[src/des_pkg.sv]
// DES package: permutation tables, S-boxes and helper functions.
// Used by des_round and the top level des_block_cipher_ecb_cbc.
package des_pkg;

  localparam int Rounds = 16;
  localparam int RndW = 4;

  typedef logic [63:0] blk_t;
  typedef logic [55:0] cd_t;
  typedef logic [47:0] rkey_t;

  // Register indexes
  typedef enum logic [1:0] {
    REG_KEY   = 2'd0,
    REG_IV    = 2'd1,
    REG_CHAIN = 2'd2,
    REG_DEC   = 2'd3
  } reg_idx_t;

  localparam logic [6:0] IP_TAB [64] = '{
    58,50,42,34,26,18,10,2, 60,52,44,36,28,20,12,4,
    62,54,46,38,30,22,14,6, 64,56,48,40,32,24,16,8,
    57,49,41,33,25,17,9,1, 59,51,43,35,27,19,11,3,
    61,53,45,37,29,21,13,5, 63,55,47,39,31,23,15,7};
  localparam logic [6:0] FP_TAB [64] = '{
    40,8,48,16,56,24,64,32, 39,7,47,15,55,23,63,31,
    38,6,46,14,54,22,62,30, 37,5,45,13,53,21,61,29,
    36,4,44,12,52,20,60,28, 35,3,43,11,51,19,59,27,
    34,2,42,10,50,18,58,26, 33,1,41,9,49,17,57,25};
  localparam logic [5:0] E_TAB [48] = '{
    32,1,2,3,4,5, 4,5,6,7,8,9, 8,9,10,11,12,13, 12,13,14,15,16,17,
    16,17,18,19,20,21, 20,21,22,23,24,25, 24,25,26,27,28,29, 28,29,30,31,32,1};
  localparam logic [5:0] P_TAB [32] = '{
    16,7,20,21,29,12,28,17, 1,15,23,26,5,18,31,10,
    2,8,24,14,32,27,3,9, 19,13,30,6,22,11,4,25};
  localparam logic [6:0] PC1_TAB [56] = '{
    57,49,41,33,25,17,9, 1,58,50,42,34,26,18,
    10,2,59,51,43,35,27, 19,11,3,60,52,44,36,
    63,55,47,39,31,23,15, 7,62,54,46,38,30,22,
    14,6,61,53,45,37,29, 21,13,5,28,20,12,4};
  localparam logic [5:0] PC2_TAB [48] = '{
    14,17,11,24,1,5, 3,28,15,6,21,10, 23,19,12,4,26,8, 16,7,27,20,13,2,
    41,52,31,37,47,55, 30,40,51,45,33,48, 44,49,39,56,34,53, 46,42,50,36,29,32};
  // Left rotation per round: 1 where set, else 2
  localparam logic [15:0] SHIFT_ONE = 16'b1000_0001_0000_0011;

  localparam logic [3:0] S_TAB [8][64] = '{
    '{14,4,13,1,2,15,11,8,3,10,6,12,5,9,0,7, 0,15,7,4,14,2,13,1,10,6,12,11,9,5,3,8,
      4,1,14,8,13,6,2,11,15,12,9,7,3,10,5,0, 15,12,8,2,4,9,1,7,5,11,3,14,10,0,6,13},
    '{15,1,8,14,6,11,3,4,9,7,2,13,12,0,5,10, 3,13,4,7,15,2,8,14,12,0,1,10,6,9,11,5,
      0,14,7,11,10,4,13,1,5,8,12,6,9,3,2,15, 13,8,10,1,3,15,4,2,11,6,7,12,0,5,14,9},
    '{10,0,9,14,6,3,15,5,1,13,12,7,11,4,2,8, 13,7,0,9,3,4,6,10,2,8,5,14,12,11,15,1,
      13,6,4,9,8,15,3,0,11,1,2,12,5,10,14,7, 1,10,13,0,6,9,8,7,4,15,14,3,11,5,2,12},
    '{7,13,14,3,0,6,9,10,1,2,8,5,11,12,4,15, 13,8,11,5,6,15,0,3,4,7,2,12,1,10,14,9,
      10,6,9,0,12,11,7,13,15,1,3,14,5,2,8,4, 3,15,0,6,10,1,13,8,9,4,5,11,12,7,2,14},
    '{2,12,4,1,7,10,11,6,8,5,3,15,13,0,14,9, 14,11,2,12,4,7,13,1,5,0,15,10,3,9,8,6,
      4,2,1,11,10,13,7,8,15,9,12,5,6,3,0,14, 11,8,12,7,1,14,2,13,6,15,0,9,10,4,5,3},
    '{12,1,10,15,9,2,6,8,0,13,3,4,14,7,5,11, 10,15,4,2,7,12,9,5,6,1,13,14,0,11,3,8,
      9,14,15,5,2,8,12,3,7,0,4,10,1,13,11,6, 4,3,2,12,9,5,15,10,11,14,1,7,6,0,8,13},
    '{4,11,2,14,15,0,8,13,3,12,9,7,5,10,6,1, 13,0,11,7,4,9,1,10,14,3,5,12,2,15,8,6,
      1,4,11,13,12,3,7,14,10,15,6,8,0,5,9,2, 6,11,13,8,1,4,10,7,9,5,0,15,14,2,3,12},
    '{13,2,8,4,6,15,11,1,10,9,3,14,5,0,12,7, 1,15,13,8,10,3,7,4,12,5,6,11,0,14,9,2,
      7,11,4,1,9,12,14,2,0,6,10,13,15,3,5,8, 2,1,14,7,4,10,8,13,15,12,9,0,3,5,6,11}};

  function automatic blk_t ip_perm(input blk_t v);
    blk_t r;
    for (int i = 0; i < 64; i++) r[63-i] = v[6'(7'd64 - IP_TAB[i])];
    return r;
  endfunction

  function automatic blk_t fp_perm(input blk_t v);
    blk_t r;
    for (int i = 0; i < 64; i++) r[63-i] = v[6'(7'd64 - FP_TAB[i])];
    return r;
  endfunction

  function automatic cd_t pc1_perm(input blk_t v);
    cd_t r;
    for (int i = 0; i < 56; i++) r[55-i] = v[6'(7'd64 - PC1_TAB[i])];
    return r;
  endfunction

  function automatic rkey_t pc2_perm(input cd_t v);
    rkey_t r;
    for (int i = 0; i < 48; i++) r[47-i] = v[6'd56 - PC2_TAB[i]];
    return r;
  endfunction

  // Rotate both 28-bit halves left by the schedule amount of a round
  function automatic cd_t cd_rot(input cd_t v, input logic one);
    logic [27:0] c, d;
    c = v[55:28];
    d = v[27:0];
    if (one) begin
      c = {c[26:0], c[27]};
      d = {d[26:0], d[27]};
    end else begin
      c = {c[25:0], c[27:26]};
      d = {d[25:0], d[27:26]};
    end
    return {c, d};
  endfunction

  // Rotate halves right (decrypt key walk)
  function automatic cd_t cd_rotr(input cd_t v, input logic one);
    logic [27:0] c, d;
    c = v[55:28];
    d = v[27:0];
    if (one) begin
      c = {c[0], c[27:1]};
      d = {d[0], d[27:1]};
    end else begin
      c = {c[1:0], c[27:2]};
      d = {d[1:0], d[27:2]};
    end
    return {c, d};
  endfunction

endpackage

[src/des_round.sv]
// DES round unit: one Feistel round (E, key mix, S-boxes, P).
// Depends on des_pkg.
module des_round (
  input  logic [31:0]        l_in,
  input  logic [31:0]        r_in,
  input  des_pkg::rkey_t     rkey,
  output logic [31:0]        l_out,
  output logic [31:0]        r_out
);
  import des_pkg::*;

  logic [47:0] e;
  logic [31:0] s;
  logic [31:0] f;

  // Expansion, key mix, substitution and P permutation
  always_comb begin
    logic [5:0] six;
    for (int i = 0; i < 48; i++) e[47-i] = r_in[5'(6'd32 - E_TAB[i])];
    e = e ^ rkey;
    for (int i = 0; i < 8; i++) begin
      six = e[47-6*i -: 6];
      s[31-4*i -: 4] = S_TAB[i][{six[5], six[0], six[4:1]}];
    end
    for (int i = 0; i < 32; i++) f[31-i] = s[5'(6'd32 - P_TAB[i])];
  end

  assign l_out = r_in;
  assign r_out = l_in ^ f;
endmodule

[src/des_block_cipher_ecb_cbc.sv]
// DES ECB/CBC top level: APB config, stream in/out, round sequencer.
// Depends on des_pkg and des_round.
//
// One 64-bit block is accepted on s_tvalid/s_tready; it runs through 16
// rounds of a single shared round unit, one round per clock, with round keys
// generated on the fly by rotating the PC1 key halves (left for encrypt,
// right for decrypt). The result is presented when the last round is done
// (the last round edge also loads the output register). After the result is
// taken the unit returns to IDLE before it accepts the next block, so blocks
// never overlap. Registers: 0x00 key, 0x08 IV, 0x10 chain mode, 0x18 decrypt
// mode; any write reloads the chain from IV.
module des_block_cipher_ecb_cbc (
  input  logic        clk,
  input  logic        rst,
  input  logic        psel,
  input  logic        penable,
  input  logic        pwrite,
  input  logic [4:0]  paddr,
  input  logic [63:0] pwdata,
  output logic [63:0] prdata,
  output logic        pready,
  input  logic        s_tvalid,
  output logic        s_tready,
  input  logic [63:0] s_tdata,   // data_block
  output logic        m_tvalid,
  input  logic        m_tready,
  output logic [63:0] m_tdata    // result_block
);
  import des_pkg::*;

  typedef enum logic [1:0] {IDLE, RUN, DONE} state_t;

  state_t       state;
  logic [RndW-1:0] rnd;
  blk_t         cipher_key, init_vector, chain_value, in_block;
  logic         chain_mode, decrypt_mode;
  cd_t          cd;
  logic [31:0]  l, r, l_nx, r_nx;
  blk_t         result;
  cd_t          cd_key, cd_used;
  blk_t         pre, res_raw;
  logic         wr;
  logic [1:0]   ridx;

  assign pready = 1'b1;
  assign wr = psel && penable && pwrite;
  assign ridx = paddr[4:3];

  // Register read back
  always_comb begin
    unique case (ridx)
      REG_KEY:   prdata = cipher_key;
      REG_IV:    prdata = init_vector;
      REG_CHAIN: prdata = {63'd0, chain_mode};
      REG_DEC:   prdata = {63'd0, decrypt_mode};
      default:   prdata = '0;
    endcase
  end

  // Round key for the current round: encrypt rotates before use,
  // decrypt uses the current value (first key equals PC1 output).
  assign cd_key = pc1_perm(cipher_key);
  assign cd_used = decrypt_mode ? cd : cd_rot(cd, SHIFT_ONE[rnd]);

  des_round u_round (
    .l_in  (l),
    .r_in  (r),
    .rkey  (pc2_perm(cd_used)),
    .l_out (l_nx),
    .r_out (r_nx)
  );

  assign pre = ip_perm(s_tdata ^ ((chain_mode && !decrypt_mode) ? chain_value : '0));
  assign res_raw = fp_perm({r_nx, l_nx});

  assign s_tready = (state == IDLE);
  assign m_tvalid = (state == DONE);
  assign m_tdata = result;

  always_ff @(posedge clk) begin
    if (rst) begin
      state <= IDLE;
      rnd <= '0;
      cipher_key <= '0;
      init_vector <= '0;
      chain_mode <= 1'b0;
      decrypt_mode <= 1'b0;
      chain_value <= '0;
    end else begin
      // Config writes (the user must write only while idle; the block does not enforce it)
      if (wr) begin
        unique case (ridx)
          REG_KEY:   cipher_key <= pwdata;
          REG_IV:    init_vector <= pwdata;
          REG_CHAIN: chain_mode <= pwdata[0];
          REG_DEC:   decrypt_mode <= pwdata[0];
          default:   ;
        endcase
        chain_value <= (ridx == REG_IV) ? pwdata : init_vector;
      end
      unique case (state)
        IDLE: begin
          if (s_tvalid) begin
            {l, r} <= pre;
            cd <= cd_key;
            in_block <= s_tdata;
            rnd <= '0;
            state <= RUN;
          end
        end
        RUN: begin
          l <= l_nx;
          r <= r_nx;
          // Decrypt steps back through the schedule: round i undoes shift 15-i
          cd <= decrypt_mode ? cd_rotr(cd, SHIFT_ONE[~rnd]) : cd_used;
          rnd <= rnd + 1'b1;
          if (rnd == RndW'(Rounds - 1)) begin
            if (chain_mode && decrypt_mode) begin
              result <= res_raw ^ chain_value;
              chain_value <= in_block;
            end else begin
              result <= res_raw;
              if (chain_mode) chain_value <= res_raw;
            end
            state <= DONE;
          end
        end
        DONE: begin
          if (m_tready) state <= IDLE;
        end
        default: state <= IDLE;
      endcase
    end
  end
endmodule
[config.mk]
export PLATFORM = sky130hd
export DESIGN_NAME = des_block_cipher_ecb_cbc
export DESIGN_NICKNAME = d
export VERILOG_FILES = /design/src/des_pkg.sv /design/src/des_round.sv /design/src/des_block_cipher_ecb_cbc.sv
export SDC_FILE = /design/constraint.sdc
export NUM_CORES = 1
export LEC_CHECK = 0
export BUFFER_PORTS_ARGS = -buffer_cell sky130_fd_sc_hd__clkbuf_2
export CAP_MARGIN = 5
export CORE_UTILIZATION = 55
export DETAILED_ROUTE_END_ITERATION = 10
export HOLD_SLACK_MARGIN = 0.03
export PLACE_DENSITY_LB_ADDON = 0.25
export SYNTH_ARGS = -nofsm -noshare
export SYNTH_HDL_FRONTEND = slang
export SYNTH_SLANG_ARGS = --single-unit
[constraint.sdc]
create_clock -name clk -period 20.1 [get_ports clk]
set_clock_uncertainty 0.2 [all_clocks]
set_input_delay 1.005 -clock clk [delete_from_list [all_inputs] [get_ports clk]]
set_output_delay 1.005 -clock clk [all_outputs]
set_load 0.1 [all_outputs]
==> results of run 1 <==
## routing by layer
layer,wire [µm],up-vias
li1,-,11393
met3,10900,158
met2,41800,1488
met1,41600,12201
met5,0,-
met4,3710,0
## Yosys cell counts (6+ instances only)
master	number	area, µm²
a211o_1	7	61.3
clkbuf_1	167	627
buf_2	24	120
nand3_1	86	430
xor2_2	16	260
nand2_1	691	2590
mux2_4	19	285
xnor2_1	137	1200
xor2_1	98	858
mux2i_4	16	360
inv_1	31	116
edfxtp_1	248	7450
xnor2_2	10	163
o22ai_1	7	43.8
nand2b_1	11	68.8
dfxtp_1	201	4020
buf_6	6	67.6
mux2i_1	242	2420
o21ai_1	19	95.1
and2_1	13	81.3
nor4_1	6	37.5
buf_1	38	143
a22oi_1	26	195
nor2_1	179	672
a21o_1	10	75.1
ha_1	64	801
a31oi_1	12	75.1
o21ai_0	225	1130
o211ai_1	20	150
a21oi_1	176	881
nor2b_1	11	68.8
a311oi_1	12	105
nor3_1	41	205
mux2_2	36	405
a221oi_1	6	52.6
o221ai_1	7	61.3
and3_1	11	68.8
a211oi_1	96	721
or3_1	6	37.5
o2111ai_1	10	87.6
buf_4	9	67.6
a2111oi_0	15	131
## metrics by stage
step | power [µW] | hold slack (ps) | cells | setup WS [ps]
floorplan | 1630 | 233 | 3170 | 11230
global placement | 1840 | 240 | 3908 | 14720
detailed placement | 1850 | 249 | 3908 | 14620
CTS | 2790 | 257 | 3999 | 14620
global route | 2900 | 277 | 3999 | 14300
finish | 2810 | 257 | 4000 | 14480
## registers in the layout (all words and copies together) (netlist names), named ones only
register,cells
r,32
chain_value,64
m_tdata,64
rnd,4
cd,56
in_block,64
state,2
l,32
init_vector,64
chain_mode,1
cipher_key,64
decrypt_mode,1
## path summary, 6_finish.rpt
path,startpoint,endpoint,cells after the start
worst min register to register,cipher_key[56]$_SDFFE_PP0P_,cipher_key[56]$_SDFFE_PP0P_,2
worst min-delay path,cipher_key[56]$_SDFFE_PP0P_,cipher_key[56]$_SDFFE_PP0P_,2
worst max register to register,flip-flop,r[29]$_DFFE_PP_,10
worst max-delay path,flip-flop,r[29]$_DFFE_PP_,10
## layout make-up
type | instances | share of cell area
timing repair buffer | 308 | 0.0520
inverter | 39 | 0.00504
multi-input combinational | 2432 | 0.502
tap | 680 | 0.0267
clock buffer | 74 | 0.0460
clock inverter | 17 | 0.00720
antenna | 1 | 0.0000787
sequential | 449 | 0.361
## logic make-up (layout without fill, tap and decap cells)
family,count (synthesis),in the layout
muxes,323,323
DFF,449,449
and+or+nand+nor,1074,1074
other,1,2
xor gates and xnor gates,264,264
adders and majority gates,65,65
AOI/OAI and AO/OA,705,705
buffers and inverters,289,438
## worst min-delay path: stages (launching register included)
cell and delay, ps:
dfxtp_1 310, nand2_1 50, a21oi_1 50
## power by group through the flow
stage          sequential, µW  clock [µW]  combinational (µW)
6_report                 1070         960                 781
5_1_grt                  1070         995                 838
4_1_cts                  1070         961                 765
3_5_place_dp             1090           0                 761
3_3_place_gp             1080           0                 751
2_1_floorplan            1060           0                 571
==> metrics.txt, run 1 <==
outcome=finished clean; DP Area=30100 µm²; Rows=83; Peak Freq=178 MHz; GRT met1 Usage=0.528; Max Cap Violations=0; crit share post-route=0.279; DIE WIDTH=230 µm; Cell Chain, Critical Path=buf_4 -> mux2_2 -> mux2i_1 -> xnor2_2 -> ha_1 -> nor3_1 -> o311ai_0 -> a31oi_1 -> xor2_1 -> o21ai_0; Post-Synthesis Cells=3170; residual DRC count=0; most frequent cells in the layout=nand2_1 (690), clkbuf_2 (264), edfxtp_1 (248); EDFF count, synth=248; hold_buf cts=0; Tot GR Track Use=0.360; Comb pwr share=0.278; met3 Track Usage GR=0.0702; CTS clk-pin slew, worst paths=70 ps; clk root buf=clkbuf_16; Crit Path Max Fanout=62; Worst Path Class, Setup=reg -> reg; 1st-pass router iterations=7; global-route wire length before repair=144000 µm; CTS tree=built; Detailed Place HPWL=67600 µm; type of origin of the critical path=flip-flop; mux cell area share after synthesis=0.127; Internal=1870 µW; Buffers & Inverters on Critical Path=1; CP delay by family, top=compound AO/OA/AOI/OAI gates; max_slew headroom=0.150; share of layout cells above drive strength 1=0.160; total routed wirelength=98000 µm; Synthesis Warnings=0; Crit path largest cell delay=760 ps; area of the multi-input gates=16000 µm²; top_reg_cell synth=edfxtp_1; GR peak layer=met1; Mapped Nets=3374; Hold Path Class=reg -> reg; Adder-Cell Fraction of Synth Area=0.0283; worst-skew pair later-pin latency=610 ps; final setup fails=0; starting DRC count in detailed routing=3490; unrepaired setup endpoints after global routing=no; Fillers=4347; Resized Gates After CTS=0; Storage cell area=11500 µm²; Critical-path top delay cell=a31oi_1; FF+latch count, synth=449; setup TNS=0 ps; grt met2 use=0.524; Area Growth Syn to Fin=11.2%; CP arrival=5750 ps; CP Capture Type=flip-flop; Design Area, Final=31800 µm²; final hold violations=0; DR WL/cell=24.5 µm; NetSw=940 µW; I/O pin cnt=271; total number of vias=25240; power density over cell area=88.3 nW/µm²; initial antenna violation count=8; nets=3483; Syn Std Cell Area=28600 µm²; Longest Clk Path Bufs=3; Pins Over Slew Limit=0; Distinct cells, synth=93; vias in the first global route=23171; IO Port Bufs=266; most common cell after layout, fill and taps aside=nand2_1; TritonCTS buffer count=49; Critical Path RT=20230 ps; Core Area=51300 µm²; H-tree Lvls=2; leak pwr=0.0116 µW; Worst Tran Pin Value=1270 ps; clock sinks=449; maximum VDD drop=58.3 µV; pin count of the biggest net entering global routing=91; initial core utilization=0.558; Seq/Total Area, Yosys=0.401; Die Area=52900 µm²; Worst R2R Setup Slack=14480 ps; Sw Ratio=0.335; Syn Area/Cell=9.02 µm²; ys async rst share=0; compound-gate portion of the synthesized area=0.154; aggregate global routing overflow=0; xor/xnor share of the synthesized area=0.0896; Flop pwr share=0.380; post-synthesis simple-gate area fraction=0.154; post-CTS setup buffer count=0; Tmin final=5620 ps; fin util=0.620; main combinational cell family by area after synthesis=simple AND/OR/NAND/NOR gates; via-per-instance ratio=6.31; Clk pwr share=0.342; Routed Antenna Nets=0; RePlAce Congestion=0.934; Die Y=230 µm
Note: power is estimated with default switching activity, not from simulation.
==> run 2: changes to the inputs <==
clock period = 4.8 ns   (was 20.1 ns; I/O delays follow)
==> metrics.txt, run 2 (synthesized netlist as in run 1, its figures left out) <==
outcome=finished clean; fin util=0.657; CP Capture Type=flip-flop; CTS clk-pin slew, worst paths=60 ps; Hold Path Depth=4; CP arrival=4400 ps; Crit Path Max Fanout=8; leak pwr=0.0125 µW; crit share post-route=0.888; Resized Gates After CTS=0; Tmin final=4260 ps; share of layout cells above drive strength 1=0.170; clock sinks=449; pin count of the biggest net entering global routing=100; R2R depth=15; type of origin of the critical path=flip-flop; DP Area=30800 µm²; max_slew headroom=0.223; Detailed Place HPWL=70000 µm; Die Area=52900 µm²; Worst Path Class, Setup=reg -> reg; RePlAce Congestion=0.939; IO Port Bufs=266; unrepaired setup endpoints after global routing=no; worst-skew pair later-pin latency=620 ps; DR WL/cell=24.1 µm; global-route wire length before repair=151000 µm; Worst Tran Pin Value=1160 ps; Min-Delay Startpoint=s_tvalid; final setup fails=0; Max Cap Violations=0; setup TNS=0 ps; Rows=83; starting DRC count in detailed routing=3152; TritonCTS buffer count=49; 1st-pass router iterations=6; I/O pin cnt=271; Longest Clk Path Bufs=3; PnR worst setup slack=537 ps; Routed Antenna Nets=0; Tot GR Track Use=0.374; aggregate global routing overflow=0; clk root buf=clkbuf_16; final hold violations=0; nets=3686; H-tree Lvls=2; Peak Freq=235 MHz; Die Y=230 µm; Core Area=51300 µm²; initial antenna violation count=6; via-per-instance ratio=6.25; Critical Path RT=4930 ps; vias in the first global route=24607; Design Area, Final=33700 µm²; total routed wirelength=101000 µm; power density over cell area=354 nW/µm²; maximum VDD drop=292 µV; residual DRC count=0; DIE WIDTH=230 µm; Area Growth Syn to Fin=17.7%; most common cell after layout, fill and taps aside=nand2_1; total number of vias=26304; most frequent cells in the layout=nand2_1 (690), clkbuf_2 (264), edfxtp_1 (248); Pins Over Slew Limit=0; CTS tree=built; Hold Path Class=in -> reg; initial core utilization=0.558; DP Worst Slack=555 ps
## run 2: changes by cell type in the layout (fill, tap and decap cells not counted), moves of 3 or more
cell / delta
dlygate4sd3_1: +132
buf_4: +63
buf_12: +8
clkbuf_1: +6
clkbuf_8: -5
clkinv_1: -3
inv_6: +3
## run 2: path summary, 6_finish.rpt
check                                to  slack, ps
min                 rnd[0]$_SDFFE_PP0P_         70
max                     r[27]$_DFFE_PP_        540
max reg2reg             r[27]$_DFFE_PP_        540
min reg2reg  cipher_key[8]$_SDFFE_PP0P_        260
## run 2: layout make-up
cell class              count  area, µm²
fillers                  4176      17600
inverters                  39        160
well taps                 680        851
clock inverters            17        184
flip-flops and latches    449      11500
multi-input cells        2432      16000
repair buffers            511       3610
diodes                      3       7.51
clock buffers              75       1420
## run 2: worst max-delay path: stages, from the launching register on
cell and delay [ps]:
dfxtp_2 490, buf_4 220, mux2_4 330, mux2i_4 180, xor2_2 430, inv_1 130, ha_1 290, or2_2 310
a311oi_1 270, o211ai_1 160, a21oi_1 170, a2111oi_0 80, a21oi_1 170, buf_4 150, xor2_1 290, o21ai_0 120
## run 2: repair_timing
action                    CTS  global route
hold endpoints to repair  282             0
setup buffers               0             0
hold buffers              132             0
## run 2: stage by stage
step	hold slack [ps]	total power [µW]	instances
global route	118	12300	4204
detailed placement	250	7940	3979
finish	74.4	11900	4206
floorplan	139	6820	3170
global placement	241	7890	3979
CTS	50.6	11800	4203
## run 2: routing by layer
layer  vias to the layer above  part of all wire  track usage
met5                         -                 0            0
met4                         0             0.045        0.154
met3                       216              0.12       0.0933
met2                      1594              0.43        0.548
met1                     12703              0.41        0.524
li1                      11791                 -            -
## run 2: power breakdown
group	internal, µW	total [µW]	switching, µW
clock network	2210	3880	1670
logic	1410	3570	2160
registers	4280	4470	189
total	7900	11900	4020
